## src/hdl/tdms_pkg.sv

```systemverilog
// ----------------------------------------------------------------------------
// tdms_pkg: shared types and constants of the timed mode sequencer.
// Holds the opcode set, the register indexes, the reset values of the
// registers and the layout of one mode table entry.
// ----------------------------------------------------------------------------
package tdms_pkg;

	// Opcodes of an input item. Code 3 has no meaning and is ignored.
	typedef enum logic [1:0] {
		OP_TICK  = 2'd0,
		OP_POWER = 2'd1,
		OP_WRITE = 2'd2
	} tdms_op_t;

	// Configuration register indexes.
	localparam logic [2:0] CFG_LONG_CLICK_TICKS = 3'd0;
	localparam logic [2:0] CFG_LONG_OFF_TICKS   = 3'd1;
	localparam logic [2:0] CFG_FAN_PULSE_TICKS  = 3'd2;
	localparam logic [2:0] CFG_LONG_CLICK_MODE  = 3'd3;
	localparam logic [2:0] CFG_LONG_OFF_MODE    = 3'd4;

	// Register values after reset.
	localparam logic [31:0] RST_LONG_CLICK_TICKS = 32'd14062;
	localparam logic [31:0] RST_LONG_OFF_TICKS   = 32'd46875;
	localparam logic [15:0] RST_FAN_PULSE_TICKS  = 16'd468;

	// Blink patterns advance one bit every 2^PATTERN_SHIFT ticks.
	localparam int PATTERN_SHIFT = 9;

	// One mode table entry, 57 bits. Next-mode fields are kept as written.
	typedef struct packed {
		logic        fan;
		logic [7:0]  red;
		logic [7:0]  green;
		logic [31:0] timeout;
		logic [3:0]  timeout_next;
		logic [3:0]  press_next;
	} tdms_entry_t;

endpackage

```

## src/hdl/tdms_mode_ram.sv

```systemverilog
// ----------------------------------------------------------------------------
// tdms_mode_ram: mode table storage.
// One write port and one read port with registered read data. A write to
// the address being read in the same cycle is passed through to the output.
// ----------------------------------------------------------------------------
module tdms_mode_ram #(
	parameter int DEPTH  = 16,
	parameter int ADDR_W = 4
) (
	input  logic                 clk,
	input  logic                 we,
	input  logic [ADDR_W-1:0]    waddr,
	input  tdms_pkg::tdms_entry_t wdata,
	input  logic [ADDR_W-1:0]    raddr,
	output tdms_pkg::tdms_entry_t rdata
);
	import tdms_pkg::*;

	tdms_entry_t mem_q [DEPTH];
	tdms_entry_t rd_q;

	always_ff @(posedge clk) begin
		if (we) begin
			mem_q[waddr] <= wdata;
		end
	end

	always_ff @(posedge clk) begin
		if (we && (waddr == raddr)) begin
			rd_q <= wdata;
		end else begin
			rd_q <= mem_q[raddr];
		end
	end

	assign rdata = rd_q;

endmodule

```

## src/hdl/table_driven_timed_mode_sequencer.sv

```systemverilog
// ----------------------------------------------------------------------------
// table_driven_timed_mode_sequencer: table-driven timed mode sequencer.
// Ticks pass the input register, then the result register. Throughput: one
// item per cycle while not stalled; the mode table read port, addressed by
// the next mode, returns the new mode's entry in time for the following tick.
// Reset presets control state and the registers; the mode table is undefined.
// ----------------------------------------------------------------------------
module table_driven_timed_mode_sequencer #(
	parameter int MODE_COUNT = 16
) (
	input  logic        clk,
	input  logic        arst_n,

	input  logic        in_valid,
	output logic        in_stall,
	input  logic [1:0]  opcode,
	input  logic        button_pressed,
	input  logic        power_on,
	input  logic [3:0]  entry_index,
	input  logic        entry_fan,
	input  logic [7:0]  entry_red,
	input  logic [7:0]  entry_green,
	input  logic [31:0] entry_timeout,
	input  logic [3:0]  entry_timeout_next,
	input  logic [3:0]  entry_press_next,

	output logic        out_valid,
	input  logic        out_stall,
	output logic        led_red,
	output logic        led_green,
	output logic        fan_drive,
	output logic [3:0]  mode_now,

	input  logic        cfg_valid,
	output logic        cfg_ready,
	input  logic [2:0]  cfg_index,
	input  logic [31:0] cfg_data
);
	import tdms_pkg::*;

	// Width of a mode index inside the block.
	localparam int MW = (MODE_COUNT > 1) ? $clog2(MODE_COUNT) : 1;

	// Reduces a 4-bit mode number modulo MODE_COUNT by repeated subtraction.
	// Eight steps cover the smallest table of two modes.
	function automatic logic [MW-1:0] wrap_mode(input logic [3:0] v);
		logic [8:0] r;
		r = {5'b0, v};
		for (int i = 0; i < 8; i++) begin
			if (r >= 9'(MODE_COUNT)) begin
				r = r - 9'(MODE_COUNT);
			end
		end
		return MW'(r);
	endfunction

	// ------------------------------------------------------------------
	// Configuration registers. The port never pushes back; writes are to be
	// made only while the block is idle, which the block does not enforce.
	// Mode registers are stored already reduced to a table index.
	// ------------------------------------------------------------------
	logic [31:0]   long_click_ticks_q;
	logic [31:0]   long_off_ticks_q;
	logic [15:0]   fan_pulse_ticks_q;
	logic [MW-1:0] long_click_mode_q;
	logic [MW-1:0] long_off_mode_q;

	assign cfg_ready = 1'b1;

	always_ff @(posedge clk or negedge arst_n) begin
		if (!arst_n) begin
			long_click_ticks_q <= RST_LONG_CLICK_TICKS;
			long_off_ticks_q   <= RST_LONG_OFF_TICKS;
			fan_pulse_ticks_q  <= RST_FAN_PULSE_TICKS;
			long_click_mode_q  <= '0;
			long_off_mode_q    <= '0;
		end else if (cfg_valid && cfg_ready) begin
			case (cfg_index)
				CFG_LONG_CLICK_TICKS: long_click_ticks_q <= cfg_data;
				CFG_LONG_OFF_TICKS:   long_off_ticks_q   <= cfg_data;
				CFG_FAN_PULSE_TICKS:  fan_pulse_ticks_q  <= cfg_data[15:0];
				CFG_LONG_CLICK_MODE:  long_click_mode_q  <= wrap_mode(cfg_data[3:0]);
				CFG_LONG_OFF_MODE:    long_off_mode_q    <= wrap_mode(cfg_data[3:0]);
				default: ;
			endcase
		end
	end

	// ------------------------------------------------------------------
	// Flow control. Stage 1 is the input register; stage 2 is the result
	// register. Stage 2's outputs are formed from its own bits and from the
	// table entry of the current mode, so the sequencer state and the
	// entry only move when stage 2 is empty or its result transfers out.
	// ------------------------------------------------------------------
	logic valid_s1;
	logic valid_s2;
	logic advance;
	logic in_xfer;
	logic proc_s1;

	assign advance  = !valid_s2 || !out_stall;
	assign in_stall = valid_s1 && !advance;
	assign in_xfer  = in_valid && !in_stall;
	assign proc_s1  = valid_s1 && advance;

	// Stage 1 payload.
	logic [1:0]  op_s1;
	logic        button_s1;
	logic        power_s1;
	logic [3:0]  index_s1;
	tdms_entry_t entry_s1;

	always_ff @(posedge clk or negedge arst_n) begin
		if (!arst_n) begin
			valid_s1 <= 1'b0;
		end else if (advance || !valid_s1) begin
			valid_s1 <= in_valid;
		end
	end

	always_ff @(posedge clk) begin
		if (in_xfer) begin
			op_s1                 <= opcode;
			button_s1             <= button_pressed;
			power_s1              <= power_on;
			index_s1              <= entry_index;
			entry_s1.fan          <= entry_fan;
			entry_s1.red          <= entry_red;
			entry_s1.green        <= entry_green;
			entry_s1.timeout      <= entry_timeout;
			entry_s1.timeout_next <= entry_timeout_next;
			entry_s1.press_next   <= entry_press_next;
		end
	end

	// ------------------------------------------------------------------
	// Sequencer state.
	// ------------------------------------------------------------------
	logic [MW-1:0] mode_q;
	logic [31:0]   tick_count_q;
	logic [31:0]   last_count_q;
	logic          last_button_q;
	logic [15:0]   fan_remaining_q;

	logic [MW-1:0] mode_d;
	logic [31:0]   tick_count_d;
	logic [31:0]   last_count_d;
	logic          last_button_d;
	logic [15:0]   fan_remaining_d;
	logic          fan_active;

	// Entry of the current mode, read from the table at the address that
	// became the current mode, so it is registered along with mode_q.
	tdms_entry_t cur_entry;

	logic        is_tick;
	logic        is_power;
	logic        is_write;
	logic        index_ok;
	logic [31:0] tick_inc;
	logic        held;

	assign is_tick  = proc_s1 && (op_s1 == OP_TICK);
	assign is_power = proc_s1 && (op_s1 == OP_POWER);
	assign is_write = proc_s1 && (op_s1 == OP_WRITE);
	assign index_ok = ({5'b0, index_s1} < 9'(MODE_COUNT));

	// The tick counter saturates at its top value.
	assign tick_inc = (tick_count_q == '1) ? tick_count_q : tick_count_q + 32'd1;
	assign held     = button_s1 && last_button_q;

	always_comb begin
		mode_d          = mode_q;
		tick_count_d    = tick_count_q;
		last_count_d    = last_count_q;
		last_button_d   = last_button_q;
		fan_remaining_d = fan_remaining_q;
		fan_active      = 1'b0;
		if (is_tick) begin
			// The first rule that applies wins: very long hold, long click,
			// press edge, then timeout of the current mode.
			tick_count_d = tick_inc;
			if (held && (tick_inc >= long_off_ticks_q)) begin
				mode_d = long_off_mode_q;
			end else if (held && (tick_inc >= long_click_ticks_q)) begin
				mode_d = long_click_mode_q;
			end else if (button_s1 && !last_button_q) begin
				mode_d       = wrap_mode(cur_entry.press_next);
				tick_count_d = '0;
			end else if (last_count_q >= cur_entry.timeout) begin
				mode_d       = wrap_mode(cur_entry.timeout_next);
				tick_count_d = '0;
			end
			// The fan follows the new mode only while a pulse is running.
			if (fan_remaining_q != '0) begin
				fan_active      = 1'b1;
				fan_remaining_d = fan_remaining_q - 16'd1;
			end
			last_button_d = button_s1;
			last_count_d  = tick_count_d;
		end else if (is_power) begin
			fan_remaining_d = fan_pulse_ticks_q;
		end
	end

	always_ff @(posedge clk or negedge arst_n) begin
		if (!arst_n) begin
			mode_q          <= '0;
			tick_count_q    <= '0;
			last_count_q    <= '0;
			last_button_q   <= 1'b0;
			fan_remaining_q <= '0;
		end else begin
			mode_q          <= mode_d;
			tick_count_q    <= tick_count_d;
			last_count_q    <= last_count_d;
			last_button_q   <= last_button_d;
			fan_remaining_q <= fan_remaining_d;
		end
	end

	// ------------------------------------------------------------------
	// Mode table. It is read at the next mode, so when a tick moves into
	// stage 2 the entry of its new mode arrives with it, and the same entry
	// serves as the current mode of the tick that follows.
	// ------------------------------------------------------------------
	tdms_mode_ram #(
		.DEPTH  (MODE_COUNT),
		.ADDR_W (MW)
	) u_mode_ram (
		.clk   (clk),
		.we    (is_write && index_ok),
		.waddr (MW'(index_s1)),
		.wdata (entry_s1),
		.raddr (mode_d),
		.rdata (cur_entry)
	);

	// ------------------------------------------------------------------
	// Stage 2: result register. The pattern position comes from the count
	// before this tick.
	// ------------------------------------------------------------------
	logic [2:0] bitpos_s2;
	logic       power_s2;
	logic       fan_s2;

	always_ff @(posedge clk or negedge arst_n) begin
		if (!arst_n) begin
			valid_s2 <= 1'b0;
		end else if (advance) begin
			valid_s2 <= is_tick;
		end
	end

	always_ff @(posedge clk) begin
		if (is_tick) begin
			bitpos_s2 <= last_count_q[PATTERN_SHIFT +: 3];
			power_s2  <= power_s1;
			fan_s2    <= fan_active;
		end
	end

	// LEDs are gated by the power level seen with the tick.
	assign out_valid = valid_s2;
	assign led_red   = power_s2 && cur_entry.red[bitpos_s2];
	assign led_green = power_s2 && cur_entry.green[bitpos_s2];
	assign fan_drive = fan_s2 && cur_entry.fan;
	assign mode_now  = 4'(mode_q);

endmodule

```

## config.mk

```make
export PLATFORM = sky130hd
export DESIGN_NAME = table_driven_timed_mode_sequencer
export DESIGN_NICKNAME = d
export VERILOG_FILES = /design/src/hdl/tdms_pkg.sv /design/src/hdl/tdms_mode_ram.sv /design/src/hdl/table_driven_timed_mode_sequencer.sv
export SDC_FILE = /design/constraint.sdc
export NUM_CORES = 1
export LEC_CHECK = 0
export CAP_MARGIN = 10
export CORE_MARGIN = 5
export CORE_UTILIZATION = 45
export CTS_CLUSTER_DIAMETER = 80
export CTS_CLUSTER_SIZE = 8
export DETAILED_ROUTE_END_ITERATION = 7
export DONT_BUFFER_PORTS = 1
export GPL_ROUTABILITY_DRIVEN = 0
export PLACE_DENSITY_LB_ADDON = 0.08
export SLEW_MARGIN = 40
export SYNTH_ARGS = -nofsm -noshare
export SYNTH_HDL_FRONTEND = slang
export SYNTH_SLANG_ARGS = --single-unit
```

## constraint.sdc

```tcl
create_clock -name clk -period 6.3 [get_ports clk]
set_clock_uncertainty 0.05 [all_clocks]
set_input_delay 0.63 -clock clk [delete_from_list [all_inputs] [get_ports clk]]
set_output_delay 0.63 -clock clk [all_outputs]
set_load 0.02 [all_outputs]
```

==> impl_metrics.yaml <==
synth:
  seq_area_frac_synth_pct: 72.6
  syn_inst: 2402
  async_flop_share_pct: 12.7
  synth_xor_area_share_pct: 0.671
  synthDistinctLibCells: 74
  synth_compound_area_share_pct: 3.34
  muxShareOfSynthArea_pct: 14.8
  synth_top_cell_by_area: "edfxtp_1"
  synth-adder-area-share_pct: 2.68
  synth_top_flop_cell: "edfxtp_1"
  synth_fp_nets: 2605
  synth_top_area_share_pct: 64.6
  synth_top_family_by_area: "multiplexers"
  synth-simple-area-share_pct: 4.00
  syn_area_um2: 45700
  synth-edff-count: 982
  syn_area_per_cell_um2: 19.0
  ys_seq_elements: 1129
  synth.area.top_cells: "edfxtp_1 65%, mux4_2 14%, dfrtp_1 6.5%"
  ys_warn_count: 0
power_and_ir_drop:
  p_per_area_nw_per_um2: 396
  vdd_drop_max_mv: 0.223
  power_w: 0.0210
  leakage_nw: 17.9
clock_network:
  clock_path_buffers: 3
  cts.hold.buffers_added: 101
  clk_root_buffer_cell: "clkbuf_16"
  clk_pin_slew_worst_paths_ns: 0.06
  ctsResizeCount: 0
  cts_tree: "done"
  postCtsSetupRepairBufs: 0
  worstSkewPairLatency_ns: 0.74
  numCtsBuffers: 159
  h-tree-depth: 4
  clock_sinks: 1129
detailed_routing:
  via_count: 23400
  drt_iter0_drc: 1894
  wirelength_um: 111000
  wl_per_cell_um: 27.5
  ant_nets: 0
  dr.pass1.iters: 5
  avgViaCountPerCell: 5.80
  drc: 0
worst_setup_path:
  crit_type: "reg2reg"
  cp_slowest_cell: "nor4_1"
  cpMostUsedCell: "nand3_1"
  path_cells: "nand3_1, nor4_1, nand3_1, and3_2, and3_1, nand3_1, xnor2_1, ha_1, a21oi_1, o21ai_0, a211oi_1, o31ai_1, a21oi_2, and2_1, o211a_2, o21ai_0"
  cp.arrival_ns: 6.01
  cp-end-kind: "flip-flop"
  required_ns: 6.85
  crit_buf_inv: 0
  worst_path_dominant_cell_family: "simple AND/OR/NAND/NOR gates"
  start_kind: "flip-flop"
  path_max_fanout: 23
  slowest_delay_ns: 0.67
sta:
  hold_viol: 0
  fin_crit_ns: 5.46
  fmax_mhz: 183
  report.final.setup_viol: 0
  fin_tns_setup_ns: 0
  slew_headroom_pct: 42.5
  worstMarginPinSlew_ns: 0.863
  report.final.slew_viol_count: 0
  post-route-period-util_pct: 86.7
  rsz0062_at_grt: "false"
hold_path:
  min_path_type: "in2reg"
run:
  cap_viol_max_count: 0
place:
  dp_hpwl_um: 64900
  dpl_cell_area_um2: 47700
  port_buffers: 0
grt:
  overflow: 0
  grt_max_degree: 144
  grt_pass1_wl_um: 165000
  grt_pass1_vias: 24700
  antenna_found_initial: 3
  grt_usage_pct: 20.9
cells_and_area:
  num_antenna_cells: 0
  seq_area_um2: 33200
  fin_area_um2: 53100
  num-fill-cells: 7933
  multi_input_area_um2: 11800
  nNetsFinal: 2832
  layout-drive-gt1-share_pct: 23.1
  areaGrowthSynthToFinish_pct: 16.3
die:
  die_y_um: 329
  initial_core_util_pct: 45.5
  design.die.area_um2: 108000
  core_area_um2: 100000
  die_w_um: 329
  row_count: 116
  io_pins: 115
run_status:
  status: "finished, final reports clean"
## registers in the layout (all words and copies together) (netlist names), named ones only
register / cells
bitpos_s2: 3
button_s1: 1
entry_s1: 57
fan_pulse_ticks_q: 16
fan_remaining_q: 16
fan_s2: 1
index_s1: 4
last_button_q: 1
last_count_q: 32
long_click_mode_q: 4
long_click_ticks_q: 32
long_off_mode_q: 4
long_off_ticks_q: 32
mode_now: 4
op_s1: 2
out_valid: 1
power_s1: 1
power_s2: 1
u_mode_ram.mem_q: 912
valid_s1: 1
## per-stage QoR
stage	hold slack [ns]	cells	setup WS, ns	utilization [%]
2_1_floorplan	0.284	2402	0.630	-
3_3_place_gp	0.288	3719	0.644	47.4
3_5_place_dp	0.290	3724	0.653	47.5
4_1_cts	0.0114	4041	0.634	52.9
5_1_grt	0.0535	4041	0.234	52.9
6_report	0.0666	4041	0.837	52.9
## worst reg2reg max path, cell delays in order (launching register included)
cell and delay [ns]:
dfrtp_1 0.51, nand3_1 0.17, nor4_1 0.67, nand3_1 0.54, and3_2 0.44, and3_1 0.23, nand3_1 0.11, xnor2_1 0.19
ha_1 0.32, a21oi_1 0.13, o21ai_0 0.16, a211oi_1 0.28, o31ai_1 0.13, a21oi_2 0.33, and2_1 0.29, o211a_2 0.58
o21ai_0 0.21
## metal layers
| metal | wire (um) | track usage [%] |
|---|---|---|
| met4 | 2530 | 5.92 |
| met2 | 53400 | 33.7 |
| met1 | 49200 | 29.6 |
| met5 | 13 | 0 |
| met3 | 6080 | 3.94 |
## path summary, 6_finish.rpt
| path | cells after the start | to | slack, ns | start |
|---|---|---|---|---|
| min in group asynchronous | 2 | long_off_ticks_q[6] | 0.57 | arst_n |
| hold reg to reg | 0 | power_s2 | 0.39 | power_s1 |
| hold / removal | 2 | valid_s1 | 0.07 | out_stall |
| max in group asynchronous | 2 | last_count_q[27] | 5.12 | arst_n |
| setup / recovery | 16 | last_count_q[15] | 0.84 | last_count_q[14] |
| setup reg to reg | 16 | last_count_q[15] | 0.84 | last_count_q[14] |
## cells by family after synthesis
logic type | after synthesis
flops | 1129
buf+inv | 203
compound gates | 250
xor+xnor | 35
other cells | 1
fa+ha+maj | 98
mux | 321
simple gates | 365
## synthesized netlist by cell type, drive strengths merged, types with 6 or more instances
master / n
nand2: 131
nand4: 32
xnor2: 29
a211oi: 7
nor2: 58
a21oi: 45
buf: 44
dfstp: 25
nor2b: 11
o22ai: 6
xor2: 6
or4: 13
nand2b: 8
mux2: 30
mux2i: 10
o21a: 6
inv: 102
nor3: 24
a22o: 13
o21ai: 125
o211ai: 6
ha: 98
or3: 10
and2: 9
edfxtp: 982
mux4: 281
and3: 11
dfrtp: 118
nand3: 33
clkbuf: 56
a21o: 10
## layout by cell type, fill, tap and decap left out, types with 44 or more instances in the layout
cell	Yosys	routed
dlygate4sd3_1	0	100
mux4_2	281	281
nand2_1	130	129
inv_1	102	102
dfrtp_1	118	118
edfxtp_1	982	982
o21ai_0	118	118
a21oi_1	44	44
ha_1	98	98
buf_4	7	54
clkbuf_16	0	161
## power by group
group / leakage, nW / switching [W] / internal, W
sequential: 10.7 / 0.000414 / 0.00845
clock: 2.12 / 0.00297 / 0.00463
combinational: 5.11 / 0.00229 / 0.00228
total: 17.9 / 0.00567 / 0.0154
## area by class of cell
cell class                 instances  share of cell area [%]
multi-input combinational       1070                    22.2
tap                             1357                    3.20
sequential                      1129                    62.5
timing repair buffer             166                    3.14
clock buffer                     202                    7.88
clock inverter                    14                   0.353
inverter                         103                   0.728
Note: power is estimated with default switching activity, not from simulation.
